[src/rtl/kcc_pkg.sv]
// shared types, constants and reset values of the key click classifier
package kcc_pkg;

	localparam int KEY_COUNT_DEF = 4;
	localparam int TIME_BITS_DEF = 32;
	localparam int LEVEL_BITS    = 4;
	localparam int PADDR_BITS    = 4;
	localparam int PDATA_BITS    = 32;
	localparam int CFG_BITS      = 16;
	localparam int CLICK_BITS    = 8;

	localparam logic [CLICK_BITS-1:0] CLICK_MAX = 8'd255;

	localparam logic [CFG_BITS-1:0] CONFIRM_RST = 16'd20;
	localparam logic [CFG_BITS-1:0] WINDOW_RST  = 16'd300;
	localparam logic [CFG_BITS-1:0] LONG_RST    = 16'd1000;

	localparam logic [1:0] REG_CONFIRM = 2'd0;
	localparam logic [1:0] REG_WINDOW  = 2'd1;
	localparam logic [1:0] REG_LONG    = 2'd2;

	typedef enum logic [1:0] {
		PH_RELEASED = 2'd0,
		PH_CONFIRM  = 2'd1,
		PH_SHORT    = 2'd2,
		PH_LONG     = 2'd3
	} phase_t;

	typedef enum logic [1:0] {
		KIND_NONE   = 2'd0,
		KIND_SINGLE = 2'd1,
		KIND_DOUBLE = 2'd2,
		KIND_LONG   = 2'd3
	} kind_t;

	typedef enum logic {
		SEQ_IDLE = 1'b0,
		SEQ_SCAN = 1'b1
	} seq_t;

	typedef struct packed {
		logic [CFG_BITS-1:0] confirm_ms;
		logic [CFG_BITS-1:0] double_click_window;
		logic [CFG_BITS-1:0] long_press_time;
	} cfg_t;

endpackage

[src/rtl/kcc_if.sv]
// poll and result stream interfaces
interface kcc_in_if #(parameter int TIME_BITS = kcc_pkg::TIME_BITS_DEF);
	logic                              valid;
	logic                              ready;
	logic [TIME_BITS-1:0]              now_ms;
	logic [kcc_pkg::LEVEL_BITS-1:0]    key_levels;

	modport source(output valid, now_ms, key_levels, input ready);
	modport sink(input valid, now_ms, key_levels, output ready);
endinterface

interface kcc_out_if;
	logic       valid;
	logic       ready;
	logic [1:0] press_kind;
	logic [1:0] key_number;

	modport source(output valid, press_kind, key_number, input ready);
	modport sink(input valid, press_kind, key_number, output ready);
endinterface

[src/rtl/kcc_cfg_regs.sv]
// apb configuration registers
module kcc_cfg_regs (
	input  logic                              clk,
	input  logic                              arst_n,
	input  logic                              psel,
	input  logic                              penable,
	input  logic                              pwrite,
	input  logic [kcc_pkg::PADDR_BITS-1:0]    paddr,
	input  logic [kcc_pkg::PDATA_BITS-1:0]    pwdata,
	output logic [kcc_pkg::PDATA_BITS-1:0]    prdata,
	output logic                              pready,
	output kcc_pkg::cfg_t                     cfg
);

	kcc_pkg::cfg_t cfg_q;
	logic          wr_en;
	logic [1:0]    reg_idx;

	assign pready  = 1'b1;
	assign wr_en   = psel & penable & pwrite;
	assign reg_idx = paddr[3:2];
	assign cfg     = cfg_q;

	always_ff @(posedge clk or negedge arst_n) begin
		if (!arst_n) begin
			cfg_q.confirm_ms          <= kcc_pkg::CONFIRM_RST;
			cfg_q.double_click_window <= kcc_pkg::WINDOW_RST;
			cfg_q.long_press_time     <= kcc_pkg::LONG_RST;
		end else if (wr_en) begin
			unique case (reg_idx)
				kcc_pkg::REG_CONFIRM: cfg_q.confirm_ms <= pwdata[15:0];
				kcc_pkg::REG_WINDOW:  cfg_q.double_click_window <= pwdata[15:0];
				kcc_pkg::REG_LONG:    cfg_q.long_press_time <= pwdata[15:0];
				default: ;
			endcase
		end
	end

	always_comb begin
		unique case (reg_idx)
			kcc_pkg::REG_CONFIRM: prdata = {16'd0, cfg_q.confirm_ms};
			kcc_pkg::REG_WINDOW:  prdata = {16'd0, cfg_q.double_click_window};
			kcc_pkg::REG_LONG:    prdata = {16'd0, cfg_q.long_press_time};
			default:              prdata = '0;
		endcase
	end

endmodule

[src/rtl/kcc_state_mem.sv]
// per-key state memory with registered read and entry valid bits
module kcc_state_mem #(
	parameter int KEY_COUNT = kcc_pkg::KEY_COUNT_DEF,
	parameter int TIME_BITS = kcc_pkg::TIME_BITS_DEF,
	parameter int KW        = (KEY_COUNT > 1) ? $clog2(KEY_COUNT) : 1
) (
	input  logic                                clk,
	input  logic                                arst_n,
	input  logic                                rd_en,
	input  logic [KW-1:0]                       rd_addr,
	output kcc_pkg::phase_t                     rd_phase,
	output logic [kcc_pkg::CLICK_BITS-1:0]      rd_click,
	output logic [TIME_BITS-1:0]                rd_press,
	output logic [TIME_BITS-1:0]                rd_rel,
	input  logic                                wr_en,
	input  logic [KW-1:0]                       wr_addr,
	input  kcc_pkg::phase_t                     wr_phase,
	input  logic [kcc_pkg::CLICK_BITS-1:0]      wr_click,
	input  logic [TIME_BITS-1:0]                wr_press,
	input  logic [TIME_BITS-1:0]                wr_rel
);

	localparam int W = 2 + kcc_pkg::CLICK_BITS + 2 * TIME_BITS;

	logic [W-1:0]         mem_q [KEY_COUNT];
	logic [W-1:0]         rd_data_q;
	logic [KEY_COUNT-1:0] vld_q;
	logic                 rd_vld_q;

	always_ff @(posedge clk) begin
		if (wr_en) begin
			mem_q[wr_addr] <= {wr_phase, wr_click, wr_press, wr_rel};
		end
		if (rd_en) begin
			rd_data_q <= mem_q[rd_addr];
		end
	end

	// entries never written read as released with no pending clicks
	always_ff @(posedge clk or negedge arst_n) begin
		if (!arst_n) begin
			vld_q    <= '0;
			rd_vld_q <= 1'b0;
		end else begin
			if (wr_en) begin
				vld_q[wr_addr] <= 1'b1;
			end
			if (rd_en) begin
				rd_vld_q <= vld_q[rd_addr];
			end
		end
	end

	assign rd_phase = rd_vld_q ? kcc_pkg::phase_t'(rd_data_q[W-1 -: 2])
	                           : kcc_pkg::PH_RELEASED;
	assign rd_click = rd_vld_q ? rd_data_q[W-3 -: kcc_pkg::CLICK_BITS] : '0;
	assign rd_press = rd_data_q[2*TIME_BITS-1 -: TIME_BITS];
	assign rd_rel   = rd_data_q[TIME_BITS-1:0];

endmodule

[src/rtl/kcc_key_eval.sv]
// next-state and report logic for one key
module kcc_key_eval #(
	parameter int TIME_BITS = kcc_pkg::TIME_BITS_DEF
) (
	input  kcc_pkg::cfg_t                       cfg,
	input  logic [TIME_BITS-1:0]                now,
	input  logic                                pressed,
	input  kcc_pkg::phase_t                     phase,
	input  logic [kcc_pkg::CLICK_BITS-1:0]      click,
	input  logic [TIME_BITS-1:0]                press_start,
	input  logic [TIME_BITS-1:0]                first_rel,
	output kcc_pkg::phase_t                     nx_phase,
	output logic [kcc_pkg::CLICK_BITS-1:0]      nx_click,
	output logic [TIME_BITS-1:0]                nx_press,
	output logic [TIME_BITS-1:0]                nx_rel,
	output kcc_pkg::kind_t                      kind
);

	logic [TIME_BITS-1:0]               el_press;
	logic [TIME_BITS-1:0]               el_rel;
	logic [TIME_BITS-1:0]               confirm_ext;
	logic [TIME_BITS-1:0]               window_ext;
	logic [TIME_BITS-1:0]               long_ext;
	logic [kcc_pkg::CLICK_BITS-1:0]     click_inc;

	// wrapping differences
	assign el_press    = now - press_start;
	assign el_rel      = now - first_rel;
	assign confirm_ext = TIME_BITS'(cfg.confirm_ms);
	assign window_ext  = TIME_BITS'(cfg.double_click_window);
	assign long_ext    = TIME_BITS'(cfg.long_press_time);
	assign click_inc   = (click == kcc_pkg::CLICK_MAX) ? click : click + 1'b1;

	always_comb begin
		nx_phase = phase;
		nx_click = click;
		nx_press = press_start;
		nx_rel   = first_rel;
		kind     = kcc_pkg::KIND_NONE;
		case (phase)
			kcc_pkg::PH_RELEASED: begin
				if (pressed) begin
					nx_phase = kcc_pkg::PH_CONFIRM;
					nx_press = now;
				end else if (click != '0 && el_rel > window_ext) begin
					nx_click = '0;
					kind     = kcc_pkg::KIND_SINGLE;
				end
			end
			kcc_pkg::PH_CONFIRM: begin
				if (!pressed) begin
					nx_phase = kcc_pkg::PH_RELEASED;
				end else if (el_press > confirm_ext) begin
					nx_phase = kcc_pkg::PH_SHORT;
				end
			end
			kcc_pkg::PH_SHORT: begin
				if (!pressed) begin
					nx_phase = kcc_pkg::PH_RELEASED;
					nx_click = click_inc;
					if (click_inc == 8'd1) begin
						nx_rel = now;
					end else if (el_rel <= window_ext) begin
						nx_click = '0;
						kind     = kcc_pkg::KIND_DOUBLE;
					end
				end else if (el_press > long_ext) begin
					nx_phase = kcc_pkg::PH_LONG;
				end
			end
			default: begin
				if (!pressed) begin
					nx_phase = kcc_pkg::PH_RELEASED;
					kind     = kcc_pkg::KIND_LONG;
				end
			end
		endcase
	end

endmodule

[src/rtl/key_click_classifier.sv]
// top level of the key click classifier
//
// in_ch carries one poll per transfer: the wrapping millisecond time now_ms and
// the raw active-low levels of the keys (keys past the level bits read pressed).
// out_ch returns exactly one result per poll: press_kind (none, single, double,
// long) and key_number of the reporting key, zero when nothing is reported.
// the apb port holds the confirm time, double_click_window and long_press_time
// at byte addresses 0, 4 and 8; write them only while no poll is in flight.
// per-key state sits in one memory with a registered read. the
// sequencer reads key k+1 while it evaluates and writes back key k, and the
// scan stops at the first reporting key. a new poll is taken only once the
// scan of the last one has finished, as the state memory has a single read
// port that is visited once per key.
// reset clears the configuration to its defaults and marks all keys released
// with no pending clicks through per-entry valid bits, no clearing pass.
// a stalled result holds in the output register; the next poll is taken only
// when that register is empty or is being drained in the same cycle.
module key_click_classifier #(
	parameter int KEY_COUNT = kcc_pkg::KEY_COUNT_DEF,
	parameter int TIME_BITS = kcc_pkg::TIME_BITS_DEF
) (
	input  logic                              clk,
	input  logic                              arst_n,
	kcc_in_if.sink                            in_ch,
	kcc_out_if.source                         out_ch,
	input  logic                              psel,
	input  logic                              penable,
	input  logic                              pwrite,
	input  logic [kcc_pkg::PADDR_BITS-1:0]    paddr,
	input  logic [kcc_pkg::PDATA_BITS-1:0]    pwdata,
	output logic [kcc_pkg::PDATA_BITS-1:0]    prdata,
	output logic                              pready
);

	localparam int KW = (KEY_COUNT > 1) ? $clog2(KEY_COUNT) : 1;
	localparam logic [KW-1:0] LAST_KEY = KW'(KEY_COUNT - 1);

	kcc_pkg::cfg_t   cfg;
	kcc_pkg::seq_t   state_q, state_nx;

	// poll registers
	logic [TIME_BITS-1:0]             now_q;
	logic [kcc_pkg::LEVEL_BITS-1:0]   levels_q;
	logic [KW-1:0]                    key_q;
	logic [KEY_COUNT-1:0]             lv_full;

	// memory side
	logic                             rd_en;
	logic [KW-1:0]                    rd_addr;
	logic                             wr_en;
	kcc_pkg::phase_t                  rd_phase, nx_phase;
	logic [kcc_pkg::CLICK_BITS-1:0]   rd_click, nx_click;
	logic [TIME_BITS-1:0]             rd_press, nx_press;
	logic [TIME_BITS-1:0]             rd_rel, nx_rel;
	kcc_pkg::kind_t                   kind;

	// control
	logic                             in_fire;
	logic                             is_last;
	logic                             finish;
	logic                             out_valid_q;
	logic [1:0]                       kind_q;
	logic [1:0]                       num_q;

	kcc_cfg_regs u_cfg (
		.clk     (clk),
		.arst_n  (arst_n),
		.psel    (psel),
		.penable (penable),
		.pwrite  (pwrite),
		.paddr   (paddr),
		.pwdata  (pwdata),
		.prdata  (prdata),
		.pready  (pready),
		.cfg     (cfg)
	);

	kcc_state_mem #(
		.KEY_COUNT (KEY_COUNT),
		.TIME_BITS (TIME_BITS),
		.KW        (KW)
	) u_mem (
		.clk      (clk),
		.arst_n   (arst_n),
		.rd_en    (rd_en),
		.rd_addr  (rd_addr),
		.rd_phase (rd_phase),
		.rd_click (rd_click),
		.rd_press (rd_press),
		.rd_rel   (rd_rel),
		.wr_en    (wr_en),
		.wr_addr  (key_q),
		.wr_phase (nx_phase),
		.wr_click (nx_click),
		.wr_press (nx_press),
		.wr_rel   (nx_rel)
	);

	// keys beyond the level bits read as pressed
	for (genvar k = 0; k < KEY_COUNT; k++) begin : g_lv
		if (k < kcc_pkg::LEVEL_BITS) begin : g_bit
			assign lv_full[k] = levels_q[k];
		end else begin : g_none
			assign lv_full[k] = 1'b0;
		end
	end

	kcc_key_eval #(
		.TIME_BITS (TIME_BITS)
	) u_eval (
		.cfg         (cfg),
		.now         (now_q),
		.pressed     (~lv_full[key_q]),
		.phase       (rd_phase),
		.click       (rd_click),
		.press_start (rd_press),
		.first_rel   (rd_rel),
		.nx_phase    (nx_phase),
		.nx_click    (nx_click),
		.nx_press    (nx_press),
		.nx_rel      (nx_rel),
		.kind        (kind)
	);

	assign in_fire = in_ch.valid & in_ch.ready;
	assign is_last = (key_q == LAST_KEY);

	// next state
	always_comb begin
		state_nx = state_q;
		unique case (state_q)
			kcc_pkg::SEQ_IDLE: if (in_fire) state_nx = kcc_pkg::SEQ_SCAN;
			kcc_pkg::SEQ_SCAN: if (finish) state_nx = kcc_pkg::SEQ_IDLE;
			default:           state_nx = kcc_pkg::SEQ_IDLE;
		endcase
	end

	// sequencer outputs: read of key 0 on the poll transfer, then read-ahead
	always_comb begin
		in_ch.ready = 1'b0;
		rd_en       = 1'b0;
		rd_addr     = '0;
		wr_en       = 1'b0;
		finish      = 1'b0;
		unique case (state_q)
			kcc_pkg::SEQ_IDLE: begin
				in_ch.ready = ~out_valid_q | out_ch.ready;
				rd_en       = in_fire;
			end
			kcc_pkg::SEQ_SCAN: begin
				wr_en   = 1'b1;
				finish  = is_last | (kind != kcc_pkg::KIND_NONE);
				rd_en   = ~finish;
				rd_addr = key_q + 1'b1;
			end
			default: ;
		endcase
	end

	always_ff @(posedge clk or negedge arst_n) begin
		if (!arst_n) begin
			state_q     <= kcc_pkg::SEQ_IDLE;
			key_q       <= '0;
			out_valid_q <= 1'b0;
		end else begin
			state_q <= state_nx;
			if (in_fire) begin
				key_q <= '0;
			end else if (state_q == kcc_pkg::SEQ_SCAN && !finish) begin
				key_q <= key_q + 1'b1;
			end
			if (finish) begin
				out_valid_q <= 1'b1;
			end else if (out_ch.ready) begin
				out_valid_q <= 1'b0;
			end
		end
	end

	// payload registers
	always_ff @(posedge clk) begin
		if (in_fire) begin
			now_q    <= in_ch.now_ms;
			levels_q <= in_ch.key_levels;
		end
		if (finish) begin
			kind_q <= kind;
			num_q  <= (kind == kcc_pkg::KIND_NONE) ? 2'd0 : 2'(key_q);
		end
	end

	assign out_ch.valid      = out_valid_q;
	assign out_ch.press_kind = kind_q;
	assign out_ch.key_number = num_q;

endmodule
[src/flat_wrapper.sv]
// flat-port wrapper written by rule: the top's interface ports become plain ports
module key_click_classifier_flat 
#(
	parameter int KEY_COUNT = kcc_pkg::KEY_COUNT_DEF,
	parameter int TIME_BITS = kcc_pkg::TIME_BITS_DEF
)
  (clk, arst_n, psel, penable, pwrite, paddr, pwdata, prdata, pready, in_ch_valid, in_ch_now_ms, in_ch_key_levels, in_ch_ready, out_ch_valid, out_ch_press_kind, out_ch_key_number, out_ch_ready);
  kcc_in_if #(.TIME_BITS(TIME_BITS)) in_ch_i ();
  kcc_out_if out_ch_i ();
  input  logic clk;
  input  logic arst_n;
  input  logic psel;
  input  logic penable;
  input  logic pwrite;
  input  logic [kcc_pkg::PADDR_BITS-1:0] paddr;
  input  logic [kcc_pkg::PDATA_BITS-1:0] pwdata;
  output logic [kcc_pkg::PDATA_BITS-1:0] prdata;
  output logic pready;
  input wire logic [$bits(in_ch_i.valid)-1:0] in_ch_valid;
  input wire logic [$bits(in_ch_i.now_ms)-1:0] in_ch_now_ms;
  input wire logic [$bits(in_ch_i.key_levels)-1:0] in_ch_key_levels;
  output wire logic [$bits(in_ch_i.ready)-1:0] in_ch_ready;
  output wire logic [$bits(out_ch_i.valid)-1:0] out_ch_valid;
  output wire logic [$bits(out_ch_i.press_kind)-1:0] out_ch_press_kind;
  output wire logic [$bits(out_ch_i.key_number)-1:0] out_ch_key_number;
  input wire logic [$bits(out_ch_i.ready)-1:0] out_ch_ready;
  assign in_ch_i.valid = in_ch_valid;
  assign in_ch_i.now_ms = in_ch_now_ms;
  assign in_ch_i.key_levels = in_ch_key_levels;
  assign in_ch_ready = in_ch_i.ready;
  assign out_ch_valid = out_ch_i.valid;
  assign out_ch_press_kind = out_ch_i.press_kind;
  assign out_ch_key_number = out_ch_i.key_number;
  assign out_ch_i.ready = out_ch_ready;
  key_click_classifier #(.KEY_COUNT(KEY_COUNT), .TIME_BITS(TIME_BITS)) u_core (.clk(clk), .arst_n(arst_n), .in_ch(in_ch_i), .out_ch(out_ch_i), .psel(psel), .penable(penable), .pwrite(pwrite), .paddr(paddr), .pwdata(pwdata), .prdata(prdata), .pready(pready));
endmodule
[config.mk]
export PLATFORM = sky130hd
export DESIGN_NAME = key_click_classifier_flat
export DESIGN_NICKNAME = d
export VERILOG_FILES = /design/src/rtl/kcc_pkg.sv /design/src/rtl/kcc_if.sv /design/src/rtl/kcc_cfg_regs.sv /design/src/rtl/kcc_state_mem.sv /design/src/rtl/kcc_key_eval.sv /design/src/rtl/key_click_classifier.sv /design/src/flat_wrapper.sv
export SDC_FILE = /design/constraint.sdc
export NUM_CORES = 1
export LEC_CHECK = 0
export ABC_CLOCK_PERIOD_IN_PS = 11100
export BUFFER_PORTS_ARGS = -buffer_cell sky130_fd_sc_hd__buf_2
export CAP_MARGIN = 20
export CORE_AREA = 2 2 211 213
export DETAILED_ROUTE_END_ITERATION = 10
export DIE_AREA = 0 0 213 215
export GPL_ROUTABILITY_DRIVEN = 0
export GPL_TIMING_DRIVEN = 0
export PLACE_DENSITY = 0.82
export SYNTH_ARGS = -nofsm -noshare
export SYNTH_HDL_FRONTEND = slang
export SYNTH_HIERARCHICAL = 1
export SYNTH_SLANG_ARGS = --single-unit
[constraint.sdc]
create_clock -name clk -period 11.1 [get_ports clk]
set_input_delay 3.33 -clock clk [delete_from_list [all_inputs] [get_ports clk]]
set_output_delay 3.33 -clock clk [all_outputs]
set_load 0.02 [all_outputs]
==> reports/summary.txt <==
Tmin final = 8.111 ns
clock-pin slew on the worst setup and hold paths = 0.06 ns
asr flop ratio synth = 12.21%
die area = 45,800 sq um
Pwr Total = 9.295 mW
final hold vios = 0
fin crit share = 73.08%
H-tree depth = 2
Port Buffers = 82
Worst Path Arrival = 4.78 ns
Die Y = 215 um
row count = 77
crit path cell chain = buf_2 > and2b_1 > clkbuf_1 > clkbuf_1 > nand2_1 > o21ai_0 > buf_2
Fillers = 3,169
Initial Utilization = 55.20%
Setup crit start kind = primary input
VDD IR-drop max = 175.3 uV
via/cell ratio = 6.066
number of enable flip-flop cells after synthesis = 410
CP Class = primary input to output pin
post-synthesis sequential area ratio = 57.09%
Worst Tran Pin Value = 0.9988 ns
root buf cell = clkbuf_16
cts repair resizes = 0
HP Class = flop to flop
DRC = 0
Longest Clk Path Bufs = 3
ys flop type = edfxtp_1
largest net degree at the start of global routing = 47
synth warn = 6
ANT nets after route = 0
fin. max-slew vios = 0
initial DRC count = 1,752
synthesized area per cell = 13.06 sq um
design area = 27,200 sq um
global-route wire length before repair = 87,640 um
CP bufs+invs = 4
CP top delay family = buffers and inverters
slowest CP cell = clkbuf_1
hold buffers post-CTS = 0
status = finished, final reports clean
Post-Route WL = 56,070 um
IO Pins = 118
Rel. slew slack = 33.25%
Post-CTS Setup Inserts = 0
core region area = 43,640 sq um
CP endpoint kind = output pin
gr ovfl total = 0
Yosys cell types = 87
HPWL Detailed = 39,190 um
Mapped Area = 24,090 sq um
final setup vio count = 0
Die X = 213 um
initial antenna violation count = 0
most frequent cells in the layout = edfxtp_1 (410), nand2_1 (153), inv_1 (132)
CP max FO = 10
slowest stage delay, CP = 0.44 ns
Layout area overhead = 12.92%
commonest non-fill, non-tap cell in the layout = edfxtp_1
drt wl/cell = 21.26 um
Max Freq = 123.3 MHz
gr usage total = 24.77%
antenna cell count = 0
# clock sinks = 467
CP Data Required Time = 7.77 ns
leakage = 10.38 nW
fraction of layout cells with a size suffix above 1 = 21.99%
Final #Nets = 2,202
Min Hold Slack = 0.4874 ns
RSZ-0062 raised after global routing = no
Clock Skews = 0.01428 ns
Power Density = 341.7 nW/um^2
CTS tree = yes
#FFs+latches synth = 467
Placement Cell Area = 25,620 sq um
vias in the first global route = 16,110
DR vias = 16,000
Max Cap Violations = 0
insertion delay to the later sink of the worst-skew pair = 0.58 ns
first-pass iteration count of the detailed router = 5
Mapped Cells = 1,845
cts bufs inserted = 46
==> registers in the layout (all words and copies together), names as in the netlist, 4 cells and up <==
signal,cells
u_core/u_mem/mem_q,296
u_core/levels_q,4
u_core/u_cfg/cfg,48
u_core/now_q,32
u_core/u_mem/vld_q,4
u_core/u_mem/rd_data_q,74
==> kinds of logic after synthesis <==
group,synth area share (%)
AO/OA/AOI/OAI,9.795
flip-flops,57.09
multiplexers,10.78
XOR/XNOR,1.345
adder cells (fa/ha/maj),6.035
buffers and inverters,6.336
AND/OR/NAND/NOR,8.590
other,0.03117
==> power breakdown <==
| group | internal (mW) | total [mW] | leakage (nW) | switching (mW) |
|---|---|---|---|---|
| Combinational | 1.84 | 4.55 | 5.12 | 2.71 |
| Clock | 0.965 | 1.62 | 0.770 | 0.650 |
| Sequential | 2.91 | 3.13 | 4.49 | 0.219 |
==> worst register-to-register path: cells and delay by family, from the launching register on <==
kind | cells | cell delay [ns]
simple gates | 8 | 2.39
xor+xnor | 1 | 0.26
fa+ha+maj | 3 | 0.93
compound gates | 7 | 1.78
buf+inv | 3 | 0.80
flops | 1 | 0.37
==> Yosys cell counts, types with 4 or more instances <==
| master | instances | area (sq um) |
|---|---|---|
| a211oi_1 | 11 | 82.58 |
| a21boi_0 | 4 | 30.03 |
| a21o_1 | 26 | 195.2 |
| a21oi_1 | 82 | 410.4 |
| a221oi_1 | 4 | 35.03 |
| a22oi_1 | 5 | 37.54 |
| a31oi_1 | 9 | 56.30 |
| and2_1 | 19 | 118.9 |
| and3_1 | 10 | 62.56 |
| buf_12 | 5 | 100.1 |
| buf_2 | 12 | 60.06 |
| buf_4 | 86 | 645.6 |
| clkbuf_1 | 45 | 168.9 |
| dfrtp_1 | 45 | 1126 |
| dfstp_2 | 12 | 315.3 |
| edfxtp_1 | 410 | 12310 |
| ha_1 | 113 | 1414 |
| inv_1 | 132 | 495.5 |
| mux2_2 | 45 | 506.7 |
| mux2_4 | 10 | 150.1 |
| mux2i_1 | 25 | 250.2 |
| mux4_2 | 75 | 1689 |
| nand2_1 | 153 | 574.3 |
| nand2b_1 | 12 | 75.07 |
| nand3_1 | 26 | 130.1 |
| nand4_1 | 39 | 244.0 |
| nor2_1 | 60 | 225.2 |
| nor2b_1 | 17 | 106.4 |
| nor3_1 | 22 | 110.1 |
| nor3b_1 | 4 | 30.03 |
| nor4_1 | 5 | 31.28 |
| o2111ai_1 | 5 | 43.79 |
| o211a_1 | 5 | 50.05 |
| o211ai_1 | 20 | 150.1 |
| o21a_1 | 22 | 165.2 |
| o21ai_0 | 128 | 640.6 |
| o21ai_1 | 4 | 20.02 |
| o21bai_1 | 5 | 37.54 |
| o31ai_1 | 6 | 45.04 |
| or2_2 | 8 | 50.05 |
| or3_1 | 6 | 37.54 |
| xnor2_1 | 25 | 219.0 |
| xor2_1 | 12 | 105.1 |
==> metal layers <==
layer  track usage (%)  wire length [um]  vias to the layer above
li1                  -                 -                     7189
met1             33.54             23070                     7876
met2             40.35             26670                      795
met3             4.559              4462                      142
met4             8.531              1880                        0
met5                 0                 0                        -
==> stage by stage <==
stage / std cells / worst slack [ns] / util [%] / setup TNS, ns
after floorplan: 1860 / 3.464 / - / 0
after global placement: 2534 / -0.1425 / 57.97 / -0.1425
after detailed placement: 2552 / 3.019 / 58.71 / 0
after CTS: 2638 / 2.999 / 62.33 / 0
after global routing: 2638 / 2.865 / 62.33 / 0
final: 2638 / 2.989 / 62.33 / 0
==> path summary, 6_finish.rpt <==
kind / start / to / slack, ns / cells past startpoint
worst max register to register: u_core/u_mem/rd_data_q[0]$_DFFE_PP_ / u_core/u_mem/rd_data_q[45]$_DFFE_PP_ / 4.19 / 22
worst min-delay path: u_core/u_mem/vld_q[1]$_DFFE_PN0P_ / u_core/u_mem/vld_q[1]$_DFFE_PN0P_ / 0.49 / 1
worst min register to register: u_core/u_mem/vld_q[1]$_DFFE_PN0P_ / u_core/u_mem/vld_q[1]$_DFFE_PN0P_ / 0.49 / 1
worst max-delay path: paddr[2] / prdata[7] / 2.99 / 7
max in group asynchronous: arst_n / u_core/u_cfg/cfg[8]$_DFFE_PN1P_ / 7.79 / 2
min in group asynchronous: arst_n / u_core/u_cfg/cfg[2]$_DFFE_PN0P_ / 2.68 / 1
==> final cells by class <==
type / count / area (sq um) / area share, %
buffer: 154 / 1031 / 3.790
clock buffer: 60 / 1299 / 4.774
clock inverter: 26 / 281.5 / 1.035
inverter: 132 / 495.5 / 1.821
multi-input combinational: 1107 / 8902 / 32.72
sequential: 467 / 13750 / 50.56
tap: 592 / 740.7 / 2.723
timing repair buffer: 100 / 700.7 / 2.576
Power figures use the tool's default switching activity.
